<file path="src/rtl/core/iprm_pkg.sv">
package iprm_pkg;

	// ICMP message types
	localparam logic [7:0] TYPE_ECHO_REPLY    = 8'd0;
	localparam logic [7:0] TYPE_TIME_EXCEEDED = 8'd11;

	// result status codes
	localparam logic [2:0] ST_ECHO_MATCH = 3'd0;
	localparam logic [2:0] ST_TE_MATCH   = 3'd1;
	localparam logic [2:0] ST_TOO_SHORT  = 3'd2;
	localparam logic [2:0] ST_OTHER_TYPE = 3'd3;
	localparam logic [2:0] ST_MISMATCH   = 3'd4;

	// configuration register indexes
	localparam logic [1:0] CFG_EXPECTED_ID     = 2'd0;
	localparam logic [1:0] CFG_EXPECTED_SEQ    = 2'd1;
	localparam logic [1:0] CFG_PROBE_SEND_TIME = 2'd2;
	localparam logic [1:0] CFG_TARGET_ADDR     = 2'd3;

	// summary queue between parser and result stage
	localparam int Q_DEPTH = 2;
	localparam int Q_AW    = $clog2(Q_DEPTH);
	localparam int Q_CW    = $clog2(Q_DEPTH + 1);

	typedef enum logic [1:0] {
		MSG_ECHO,
		MSG_TE,
		MSG_OTHER
	} msg_class_t;

	// per-packet summary built by the parser at the last byte
	typedef struct packed {
		logic        too_short;
		msg_class_t  msg_class;
		logic        fields_seen;
		logic [15:0] id;
		logic [15:0] seq;
		logic [31:0] source;
		logic [31:0] arrival;
	} summary_t;

	typedef struct packed {
		logic [15:0] expected_id;
		logic [15:0] expected_seq;
		logic [31:0] probe_send_time;
		logic [31:0] target_addr;
	} cfg_t;

	typedef struct packed {
		logic full;
		logic nonempty;
	} q_stat_t;

endpackage

</file>
<file path="src/rtl/core/icmp_probe_reply_matcher_top.sv">
// ICMP probe reply matcher.
// Input channel (in_valid / in_stall): one byte of a received IPv4 packet per
// transaction, end_of_packet marking the last byte; arrival_ms is used on that
// last byte only. Output channel (out_valid / out_stall): one result
// transaction per packet with status, outer source address, round-trip time
// and the reached-target flag.
// Throughput: one byte per cycle while in_stall is low; the byte parser never
// waits on a packet boundary. The summary is written into the queue at the edge
// that accepts the last byte; the result register loads from the queue head once
// the output is free (out_valid low or out_stall low), and out_valid then rises.
// The parser and the result stage are parted by a two-entry summary queue;
// in_stall rises only when that queue is full, i.e. after the receiver has
// held out_stall long enough for two more packets to finish.
// Configuration (cfg_we / cfg_index / cfg_data) is for the user to write only while idle;
// the block does not enforce this. Registers keep their values across packets.
// Reset clears the parser, empties the queue, and clears the output valid and the configuration registers.
module icmp_probe_reply_matcher_top #(
	parameter int MAX_PACKET_BYTES = 1024
) (
	input  logic        clk,
	input  logic        arst_n,
	input  logic        cfg_we,
	input  logic [1:0]  cfg_index,
	input  logic [31:0] cfg_data,
	input  logic        in_valid,
	output logic        in_stall,
	input  logic [7:0]  rx_byte,
	input  logic        end_of_packet,
	input  logic [31:0] arrival_ms,
	output logic        out_valid,
	input  logic        out_stall,
	output logic [2:0]  status,
	output logic [31:0] source_addr,
	output logic [31:0] round_trip_ms,
	output logic        reached_target
);

	iprm_pkg::cfg_t     cfg_q;
	iprm_pkg::summary_t wr_rec;
	iprm_pkg::summary_t rd_rec;
	iprm_pkg::q_stat_t  qstat;
	logic               push;
	logic               pop;

	// configuration registers
	always_ff @(posedge clk or negedge arst_n) begin
		if (!arst_n) begin
			cfg_q <= '0;
		end else if (cfg_we) begin
			case (cfg_index)
				iprm_pkg::CFG_EXPECTED_ID:     cfg_q.expected_id     <= cfg_data[15:0];
				iprm_pkg::CFG_EXPECTED_SEQ:    cfg_q.expected_seq    <= cfg_data[15:0];
				iprm_pkg::CFG_PROBE_SEND_TIME: cfg_q.probe_send_time <= cfg_data;
				iprm_pkg::CFG_TARGET_ADDR:     cfg_q.target_addr     <= cfg_data;
				default: ;
			endcase
		end
	end

	// front: byte parser, emits one summary per packet
	iprm_front #(
		.MAX_PACKET_BYTES(MAX_PACKET_BYTES)
	) u_front (
		.clk          (clk),
		.arst_n       (arst_n),
		.in_valid     (in_valid),
		.in_stall     (in_stall),
		.rx_byte      (rx_byte),
		.end_of_packet(end_of_packet),
		.arrival_ms   (arrival_ms),
		.qstat        (qstat),
		.push         (push),
		.rec          (wr_rec)
	);

	iprm_queue u_queue (
		.clk   (clk),
		.arst_n(arst_n),
		.push  (push),
		.wr_rec(wr_rec),
		.pop   (pop),
		.rd_rec(rd_rec),
		.qstat (qstat)
	);

	// back: status decision, RTT, output register
	iprm_back u_back (
		.clk           (clk),
		.arst_n        (arst_n),
		.head          (rd_rec),
		.qstat         (qstat),
		.cfg           (cfg_q),
		.pop           (pop),
		.out_valid     (out_valid),
		.out_stall     (out_stall),
		.status        (status),
		.source_addr   (source_addr),
		.round_trip_ms (round_trip_ms),
		.reached_target(reached_target)
	);

	// a summary is never pushed into a full queue
	a_no_overflow: assert property (@(posedge clk) disable iff (!arst_n)
		!(push && qstat.full))
		else $error("summary pushed into full queue");

	a_status_legal: assert property (@(posedge clk) disable iff (!arst_n)
		out_valid |-> status <= iprm_pkg::ST_MISMATCH)
		else $error("illegal status code");

	a_nomatch_zero: assert property (@(posedge clk) disable iff (!arst_n)
		(out_valid && status != iprm_pkg::ST_ECHO_MATCH && status != iprm_pkg::ST_TE_MATCH)
		|-> (round_trip_ms == 32'd0 && !reached_target))
		else $error("non-match result carries rtt or reached flag");

	a_match_rtt: assert property (@(posedge clk) disable iff (!arst_n)
		(out_valid && (status == iprm_pkg::ST_ECHO_MATCH || status == iprm_pkg::ST_TE_MATCH))
		|-> round_trip_ms != 32'd0)
		else $error("match result with zero rtt");

endmodule

</file>
<file path="src/rtl/core/iprm_front.sv">
module iprm_front #(
	parameter int MAX_PACKET_BYTES = 1024
) (
	input  logic               clk,
	input  logic               arst_n,
	input  logic               in_valid,
	output logic               in_stall,
	input  logic [7:0]         rx_byte,
	input  logic               end_of_packet,
	input  logic [31:0]        arrival_ms,
	input  iprm_pkg::q_stat_t  qstat,
	output logic               push,
	output iprm_pkg::summary_t rec
);

	localparam int OFS_W = $clog2(MAX_PACKET_BYTES + 1);
	localparam int CW    = (OFS_W > 8) ? OFS_W : 8;
	localparam logic [OFS_W-1:0] MAX_OFS = OFS_W'(MAX_PACKET_BYTES);

	logic [OFS_W-1:0] pos_q, pos_n;
	logic [3:0]       ihl_q, ihl_n;
	logic [3:0]       iihl_q, iihl_n;
	logic [7:0]       type_q, type_n;
	logic [31:0]      src_q, src_n;
	logic [15:0]      id_q, id_n;
	logic [15:0]      seq_q, seq_n;
	logic             fs_q, fs_n;
	logic             accept;

	assign in_stall = qstat.full;
	assign accept   = in_valid && !qstat.full;
	assign push     = accept && end_of_packet;

	always_comb begin
		logic          take;
		logic [CW-1:0] posx;
		logic [CW-1:0] oh;
		logic [CW-1:0] base;
		logic [CW-1:0] k;
		logic          is_echo;
		logic          is_te;
		logic          have_base;

		take    = pos_q < MAX_OFS;
		posx    = CW'(pos_q);
		ihl_n   = (take && pos_q == '0) ? rx_byte[3:0] : ihl_q;
		oh      = CW'({ihl_n, 2'b00});
		src_n   = src_q;
		type_n  = type_q;
		iihl_n  = iihl_q;
		id_n    = id_q;
		seq_n   = seq_q;
		fs_n    = fs_q;
		is_echo = type_q == iprm_pkg::TYPE_ECHO_REPLY;
		is_te   = type_q == iprm_pkg::TYPE_TIME_EXCEEDED;

		if (take && posx >= CW'(12) && posx <= CW'(15)) begin
			case (pos_q[1:0])
				2'd0:    src_n[31:24] = src_q[31:24] | rx_byte;
				2'd1:    src_n[23:16] = src_q[23:16] | rx_byte;
				2'd2:    src_n[15:8]  = src_q[15:8]  | rx_byte;
				default: src_n[7:0]   = src_q[7:0]   | rx_byte;
			endcase
		end

		if (take && posx == oh)
			type_n = rx_byte;

		// the type byte is behind us whenever posx > oh, so type_q is current
		if (take && posx > oh && is_te && posx == oh + CW'(8))
			iihl_n = rx_byte[3:0];

		have_base = take && posx > oh && (is_echo || (is_te && posx > oh + CW'(8)));
		base      = is_echo ? oh : oh + CW'(8) + CW'({iihl_q, 2'b00});
		k         = posx - base;

		if (have_base && k[CW-1:3] == '0 && k[2]) begin
			case (k[1:0])
				2'd0:    id_n[15:8] = rx_byte;
				2'd1:    id_n[7:0]  = rx_byte;
				2'd2:    seq_n[15:8] = rx_byte;
				default: begin
					seq_n[7:0] = rx_byte;
					fs_n       = 1'b1;
				end
			endcase
		end

		pos_n = take ? pos_q + OFS_W'(1) : pos_q;

		rec.too_short = CW'(pos_n) < CW'({ihl_n, 2'b00}) + CW'(8);
		case (type_n)
			iprm_pkg::TYPE_ECHO_REPLY:    rec.msg_class = iprm_pkg::MSG_ECHO;
			iprm_pkg::TYPE_TIME_EXCEEDED: rec.msg_class = iprm_pkg::MSG_TE;
			default:                      rec.msg_class = iprm_pkg::MSG_OTHER;
		endcase
		rec.fields_seen = fs_n;
		rec.id          = id_n;
		rec.seq         = seq_n;
		rec.source      = src_n;
		rec.arrival     = arrival_ms;
	end

	always_ff @(posedge clk or negedge arst_n) begin
		if (!arst_n) begin
			pos_q  <= '0;
			ihl_q  <= '0;
			iihl_q <= '0;
			type_q <= '0;
			src_q  <= '0;
			id_q   <= '0;
			seq_q  <= '0;
			fs_q   <= 1'b0;
		end else if (accept) begin
			if (end_of_packet) begin
				pos_q  <= '0;
				ihl_q  <= '0;
				iihl_q <= '0;
				type_q <= '0;
				src_q  <= '0;
				id_q   <= '0;
				seq_q  <= '0;
				fs_q   <= 1'b0;
			end else begin
				pos_q  <= pos_n;
				ihl_q  <= ihl_n;
				iihl_q <= iihl_n;
				type_q <= type_n;
				src_q  <= src_n;
				id_q   <= id_n;
				seq_q  <= seq_n;
				fs_q   <= fs_n;
			end
		end
	end

endmodule

</file>
<file path="src/rtl/core/iprm_queue.sv">
module iprm_queue (
	input  logic               clk,
	input  logic               arst_n,
	input  logic               push,
	input  iprm_pkg::summary_t wr_rec,
	input  logic               pop,
	output iprm_pkg::summary_t rd_rec,
	output iprm_pkg::q_stat_t  qstat
);

	iprm_pkg::summary_t mem_q [iprm_pkg::Q_DEPTH];

	logic [iprm_pkg::Q_AW-1:0] wr_ptr_q;
	logic [iprm_pkg::Q_AW-1:0] rd_ptr_q;
	logic [iprm_pkg::Q_CW-1:0] count_q;
	logic                      do_push;
	logic                      do_pop;

	localparam logic [iprm_pkg::Q_CW-1:0] DEPTH_C = iprm_pkg::Q_CW'(iprm_pkg::Q_DEPTH);
	localparam logic [iprm_pkg::Q_AW-1:0] LAST_C  = iprm_pkg::Q_AW'(iprm_pkg::Q_DEPTH - 1);

	assign qstat.full     = count_q == DEPTH_C;
	assign qstat.nonempty = count_q != '0;
	assign do_push        = push && !qstat.full;
	assign do_pop         = pop && qstat.nonempty;
	assign rd_rec         = mem_q[rd_ptr_q];

	always_ff @(posedge clk) begin
		if (do_push)
			mem_q[wr_ptr_q] <= wr_rec;
	end

	always_ff @(posedge clk or negedge arst_n) begin
		if (!arst_n) begin
			wr_ptr_q <= '0;
			rd_ptr_q <= '0;
			count_q  <= '0;
		end else begin
			if (do_push)
				wr_ptr_q <= (wr_ptr_q == LAST_C) ? '0 : wr_ptr_q + iprm_pkg::Q_AW'(1);
			if (do_pop)
				rd_ptr_q <= (rd_ptr_q == LAST_C) ? '0 : rd_ptr_q + iprm_pkg::Q_AW'(1);
			case ({do_push, do_pop})
				2'b10:   count_q <= count_q + iprm_pkg::Q_CW'(1);
				2'b01:   count_q <= count_q - iprm_pkg::Q_CW'(1);
				default: count_q <= count_q;
			endcase
		end
	end

endmodule

</file>
<file path="src/rtl/core/iprm_back.sv">
module iprm_back (
	input  logic               clk,
	input  logic               arst_n,
	input  iprm_pkg::summary_t head,
	input  iprm_pkg::q_stat_t  qstat,
	input  iprm_pkg::cfg_t     cfg,
	output logic               pop,
	output logic               out_valid,
	input  logic               out_stall,
	output logic [2:0]         status,
	output logic [31:0]        source_addr,
	output logic [31:0]        round_trip_ms,
	output logic               reached_target
);

	logic        out_valid_q;
	logic [2:0]  status_q;
	logic [31:0] source_q;
	logic [31:0] rtt_q;
	logic        reached_q;
	logic [2:0]  st_c;
	logic [31:0] diff_c;
	logic        match_c;

	assign pop = qstat.nonempty && (!out_valid_q || !out_stall);

	always_comb begin
		if (head.too_short)
			st_c = iprm_pkg::ST_TOO_SHORT;
		else if (head.msg_class == iprm_pkg::MSG_OTHER)
			st_c = iprm_pkg::ST_OTHER_TYPE;
		else if (!head.fields_seen)
			st_c = iprm_pkg::ST_TOO_SHORT;
		else if (head.id != cfg.expected_id || head.seq != cfg.expected_seq)
			st_c = iprm_pkg::ST_MISMATCH;
		else if (head.msg_class == iprm_pkg::MSG_ECHO)
			st_c = iprm_pkg::ST_ECHO_MATCH;
		else
			st_c = iprm_pkg::ST_TE_MATCH;
		match_c = st_c == iprm_pkg::ST_ECHO_MATCH || st_c == iprm_pkg::ST_TE_MATCH;
		diff_c  = head.arrival - cfg.probe_send_time;
	end

	always_ff @(posedge clk or negedge arst_n) begin
		if (!arst_n)
			out_valid_q <= 1'b0;
		else if (pop)
			out_valid_q <= 1'b1;
		else if (!out_stall)
			out_valid_q <= 1'b0;
	end

	always_ff @(posedge clk) begin
		if (pop) begin
			status_q  <= st_c;
			source_q  <= head.source;
			rtt_q     <= !match_c ? 32'd0 : (diff_c == 32'd0) ? 32'd1 : diff_c;
			reached_q <= match_c && head.source == cfg.target_addr;
		end
	end

	assign out_valid      = out_valid_q;
	assign status         = status_q;
	assign source_addr    = source_q;
	assign round_trip_ms  = rtt_q;
	assign reached_target = reached_q;

endmodule
</file>
<file path="config.mk">
export PLATFORM = sky130hd
export DESIGN_NAME = icmp_probe_reply_matcher_top
export DESIGN_NICKNAME = d
export VERILOG_FILES = /design/src/rtl/core/iprm_pkg.sv /design/src/rtl/core/icmp_probe_reply_matcher_top.sv /design/src/rtl/core/iprm_front.sv /design/src/rtl/core/iprm_queue.sv /design/src/rtl/core/iprm_back.sv
export SDC_FILE = /design/constraint.sdc
export NUM_CORES = 1
export LEC_CHECK = 0
export BUFFER_PORTS_ARGS = -buffer_cell sky130_fd_sc_hd__buf_2
export CAP_MARGIN = 20
export CORE_ASPECT_RATIO = 1.1
export CORE_MARGIN = 3
export CORE_UTILIZATION = 50
export DETAILED_ROUTE_END_ITERATION = 12
export PLACE_DENSITY = 0.78
export SKIP_CTS_REPAIR_TIMING = 1
export SLEW_MARGIN = 0
export SYNTH_ARGS = -nofsm -noshare
export SYNTH_HDL_FRONTEND = slang
export SYNTH_SLANG_ARGS = --single-unit
export TNS_END_PERCENT = 10
</file>
<file path="constraint.sdc">
create_clock -name clk -period 6.6 [get_ports clk]
set_input_delay 0.33 -clock clk [delete_from_list [all_inputs] [get_ports clk]]
set_output_delay 0.33 -clock clk [all_outputs]
set_load 0.01 [all_outputs]
</file>
==> results by group <==
Setup path
  – Worst setup EP type: register
  – Buf+Inv Stages, Crit Path: 3
  – CP arrival: 6.45 ns
  – CP delay by family, top: simple AND/OR/NAND/NOR gates
  – Crit Path Class: reg -> reg
  – Cell Chain, Critical Path: or4_1 > nor4_2 > nand4_1 > buf_4 > mux2i_2 > inv_1 > ha_1 > ha_1 > nand2_1 > o21ai_0 > and2_1 > nor4_1 > nor2_1 > a21oi_1 > ha_1 > nor2_1 > a2111o_1 > a2111oi_1 > and4_2 > nand2_1 > buf_4 > mux2_2
  – Slowest CP cell: or4_1
  – Crit path top cell by count: ha_1
  – R2R Setup Slk: 0.45 ns
  – CP max FO: 10
  – Worst path max stage delay: 0.67 ns
  – CP required: 6.90 ns
  – Setup crit start kind: register

Min path
  – Worst hold path type: in -> reg

Finish
  – Post-layout util: 58.1%
  – Diode count: 0
  – Post-layout nets: 1,982
  – Most common cell after layout, fill and taps aside: edfxtp_1
  – Most frequent cells in the layout: edfxtp_1, mux2_2, dfrtp_1
  – Layout cell share with drive strength beyond 1: 23.9%
  – Area growth syn-to-layout: 14.4%
  – Post-Layout Cell Count: 2,443

Synth
  – Synth warnings: 0
  – Ys flop type: edfxtp_1
  – Async SR Flop Fraction: 41.9%
  – Syn_nets: 1,814
  – Syn Inst Count: 1,673
  – Post-synthesis sequential area ratio: 59.8%
  – Mapped cell area: 0.0215 mm2
  – Synth cell types: 68
  – Number of synthesized flops with an enable pin: 268
  – Mapped Avg Cell Area: 12.9 um2
  – Yosys reg bits: 461

Placement
  – Final GP Congestion: 0.877
  – Placed insts: 2,326
  – Port-buffer cells: 149
  – Hpwl dp: 36,000 um

STA
  – TNS Setup: 0 ns
  – FMAX: 163 MHz
  – Final Slew Violations: 0
  – Final Hold Fails: 0
  – WHS: 0.0107 ns
  – Crit path time final: 6.15 ns
  – Max_slew headroom: 23.9%
  – Fin crit share: 93.2%
  – Worst-Margin Slew: 1.13 ns
  – Clk_skew: 0.0201 ns
  – Final setup vio count: 0

Global routing
  – First-pass GRT wire length: 80,000 um
  – Remaining Overflow, GRT: 0
  – Total GRT Usage: 22.6%
  – Vias in the first global route: 14,200
  – Largest net degree at the start of global routing: 121
  – Initial antenna violation count: 1

Routing
  – Wire per inst: 21.5 um
  – Via/cell ratio: 5.82
  – DR DRC count: 0
  – First-pass iteration count of the detailed router: 5
  – Total Routed Length: 52,500 um
  – DRT antenna net count: 0
  – Vias: 14,200
  – DR iter-0 viols: 1,088

Clock tree
  – Root buf cell: clkbuf_16
  – Clock tree buffer depth: 3
  – CTS sink count: 461
  – H-tree levels: 2
  – CTS tree: yes
  – Clock Pin Slew Worst Setup and Hold Paths: 0.06 ns
  – Clock Latency Late Sink: 0.57 ns
  – CTS Buf Count: 45

Floorplanning
  – Row count: 79
  – Die Wd: 204 um
  – Die area: 0.0456 mm2
  – Die Ht: 224 um
  – Initial Utilization: 50.8%
  – Core ar.: 0.0424 mm2
  – I/O pin count: 150

Pwr
  – Worst vdd ir: 0.335 mV
  – Leakage: 10.3 nW
  – Total power: 10.1 mW
  – Pwr Density: 411 mW/mm2

Run
  – MaxCap Viol Count: 0

Status
  – Status: completed
-- cells by family (layout without fill, tap and decap cells) --
family	after synthesis	after routing	share of synthesized area, %
adders and majority gates	61	61	3.61
and+or+nand+nor	356	356	8.01
xor gates and xnor gates	101	101	4.11
DFF	461	461	59.8
muxes	231	231	11.9
AOI/OAI and AO/OA	315	315	9.98
buffers and inverters	148	351	2.64
-- tightest hold or removal path, delay by kind of cell --
family | cells | cell delay, ns
simple gates | 2 | 0.10
buf+inv | 1 | 0.11
-- synthesized netlist by cell type (7+ instances only) --
cell	instances	share of area [%]
ha_1	59	3.4
buf_1	13	0.23
a21o_1	45	1.6
dfrtp_1	193	22
nor4b_1	10	0.41
nand2b_1	10	0.29
mux2_2	193	10
o21ai_0	71	1.7
clkbuf_1	67	1.2
xor2_1	22	0.89
inv_1	65	1.1
o21bai_1	7	0.24
nor2_1	97	1.7
and3_1	17	0.49
nand3_1	22	0.51
a22oi_1	32	1.1
nor3_1	17	0.40
a31oi_1	30	0.87
o211a_1	8	0.37
xnor2_1	79	3.2
o21a_1	7	0.24
mux2i_1	38	1.8
nand2_1	107	1.9
a211oi_1	10	0.35
edfxtp_1	268	37
nor4_1	16	0.46
and2_1	16	0.46
nand4_1	18	0.52
a21oi_1	48	1.1
a22o_1	15	0.61
-- per-layer routing --
metal	up-vias	GRT usage (%)	share of wire (%)
met5	-	0	0
met4	0	9.17	3.3
met3	107	3.31	5.8
met2	527	39.8	51
met1	7094	28.2	40
li1	6500	-	-
-- through the flow --
step / cell area [um2] / setup slack (ns)
after global routing: 24600 / -0.0194
after global placement: 22900 / 0.408
after CTS: 24300 / 0.162
after detailed placement: 22900 / 0.193
final: 24600 / 0.446
after floorplan: 21500 / 0.583
-- area by class of cell --
type	instances	area, um2
Multi-Input combinational cell	1064	8140
Tap cell	567	709
Sequential cell	461	12900
Clock inverter	15	116
Fill cell	3279	17800
Inverter	65	244
Timing Repair Buffer	204	1260
Clock buffer	67	1280
-- path summary, 6_finish.rpt --
kind | cells past startpoint | end | from
max | 22 | u_queue.mem_q[1][85] | u_front.pos_q[10]
min | 3 | u_back.out_valid | out_stall
max reg2reg | 22 | u_queue.mem_q[1][85] | u_front.pos_q[10]
min reg2reg | 2 | u_front.src_q[16] | u_front.src_q[16]
max in group asynchronous | 3 | u_front.seq_q[15] | arst_n
min in group asynchronous | 2 | u_front.seq_q[3] | arst_n
-- registers in the layout (all words and copies together) (netlist names) --
signal                 flops
u_queue.wr_ptr_q           1
u_front.src_q             32
u_front.pos_q             11
u_queue.count_q            2
u_back.status              3
u_front.id_q              16
u_queue.mem_q            200
u_front.ihl_q              4
u_front.iihl_q             4
u_back.source_addr        32
u_back.round_trip_ms      32
u_front.fs_q               1
u_back.out_valid           1
u_front.seq_q             16
u_back.reached_target      1
u_front.type_q             8
u_queue.rd_ptr_q           1
cfg_q                     96
-- where the power goes --
| part | internal, mW | total (mW) | switching [mW] |
|---|---|---|---|
| clock | 1.39 | 2.44 | 1.05 |
| sequential | 3.71 | 4.01 | 0.302 |
| combinational | 1.50 | 3.68 | 2.18 |
| total | 6.59 | 10.1 | 3.54 |
(Power assumes the default switching activity.)
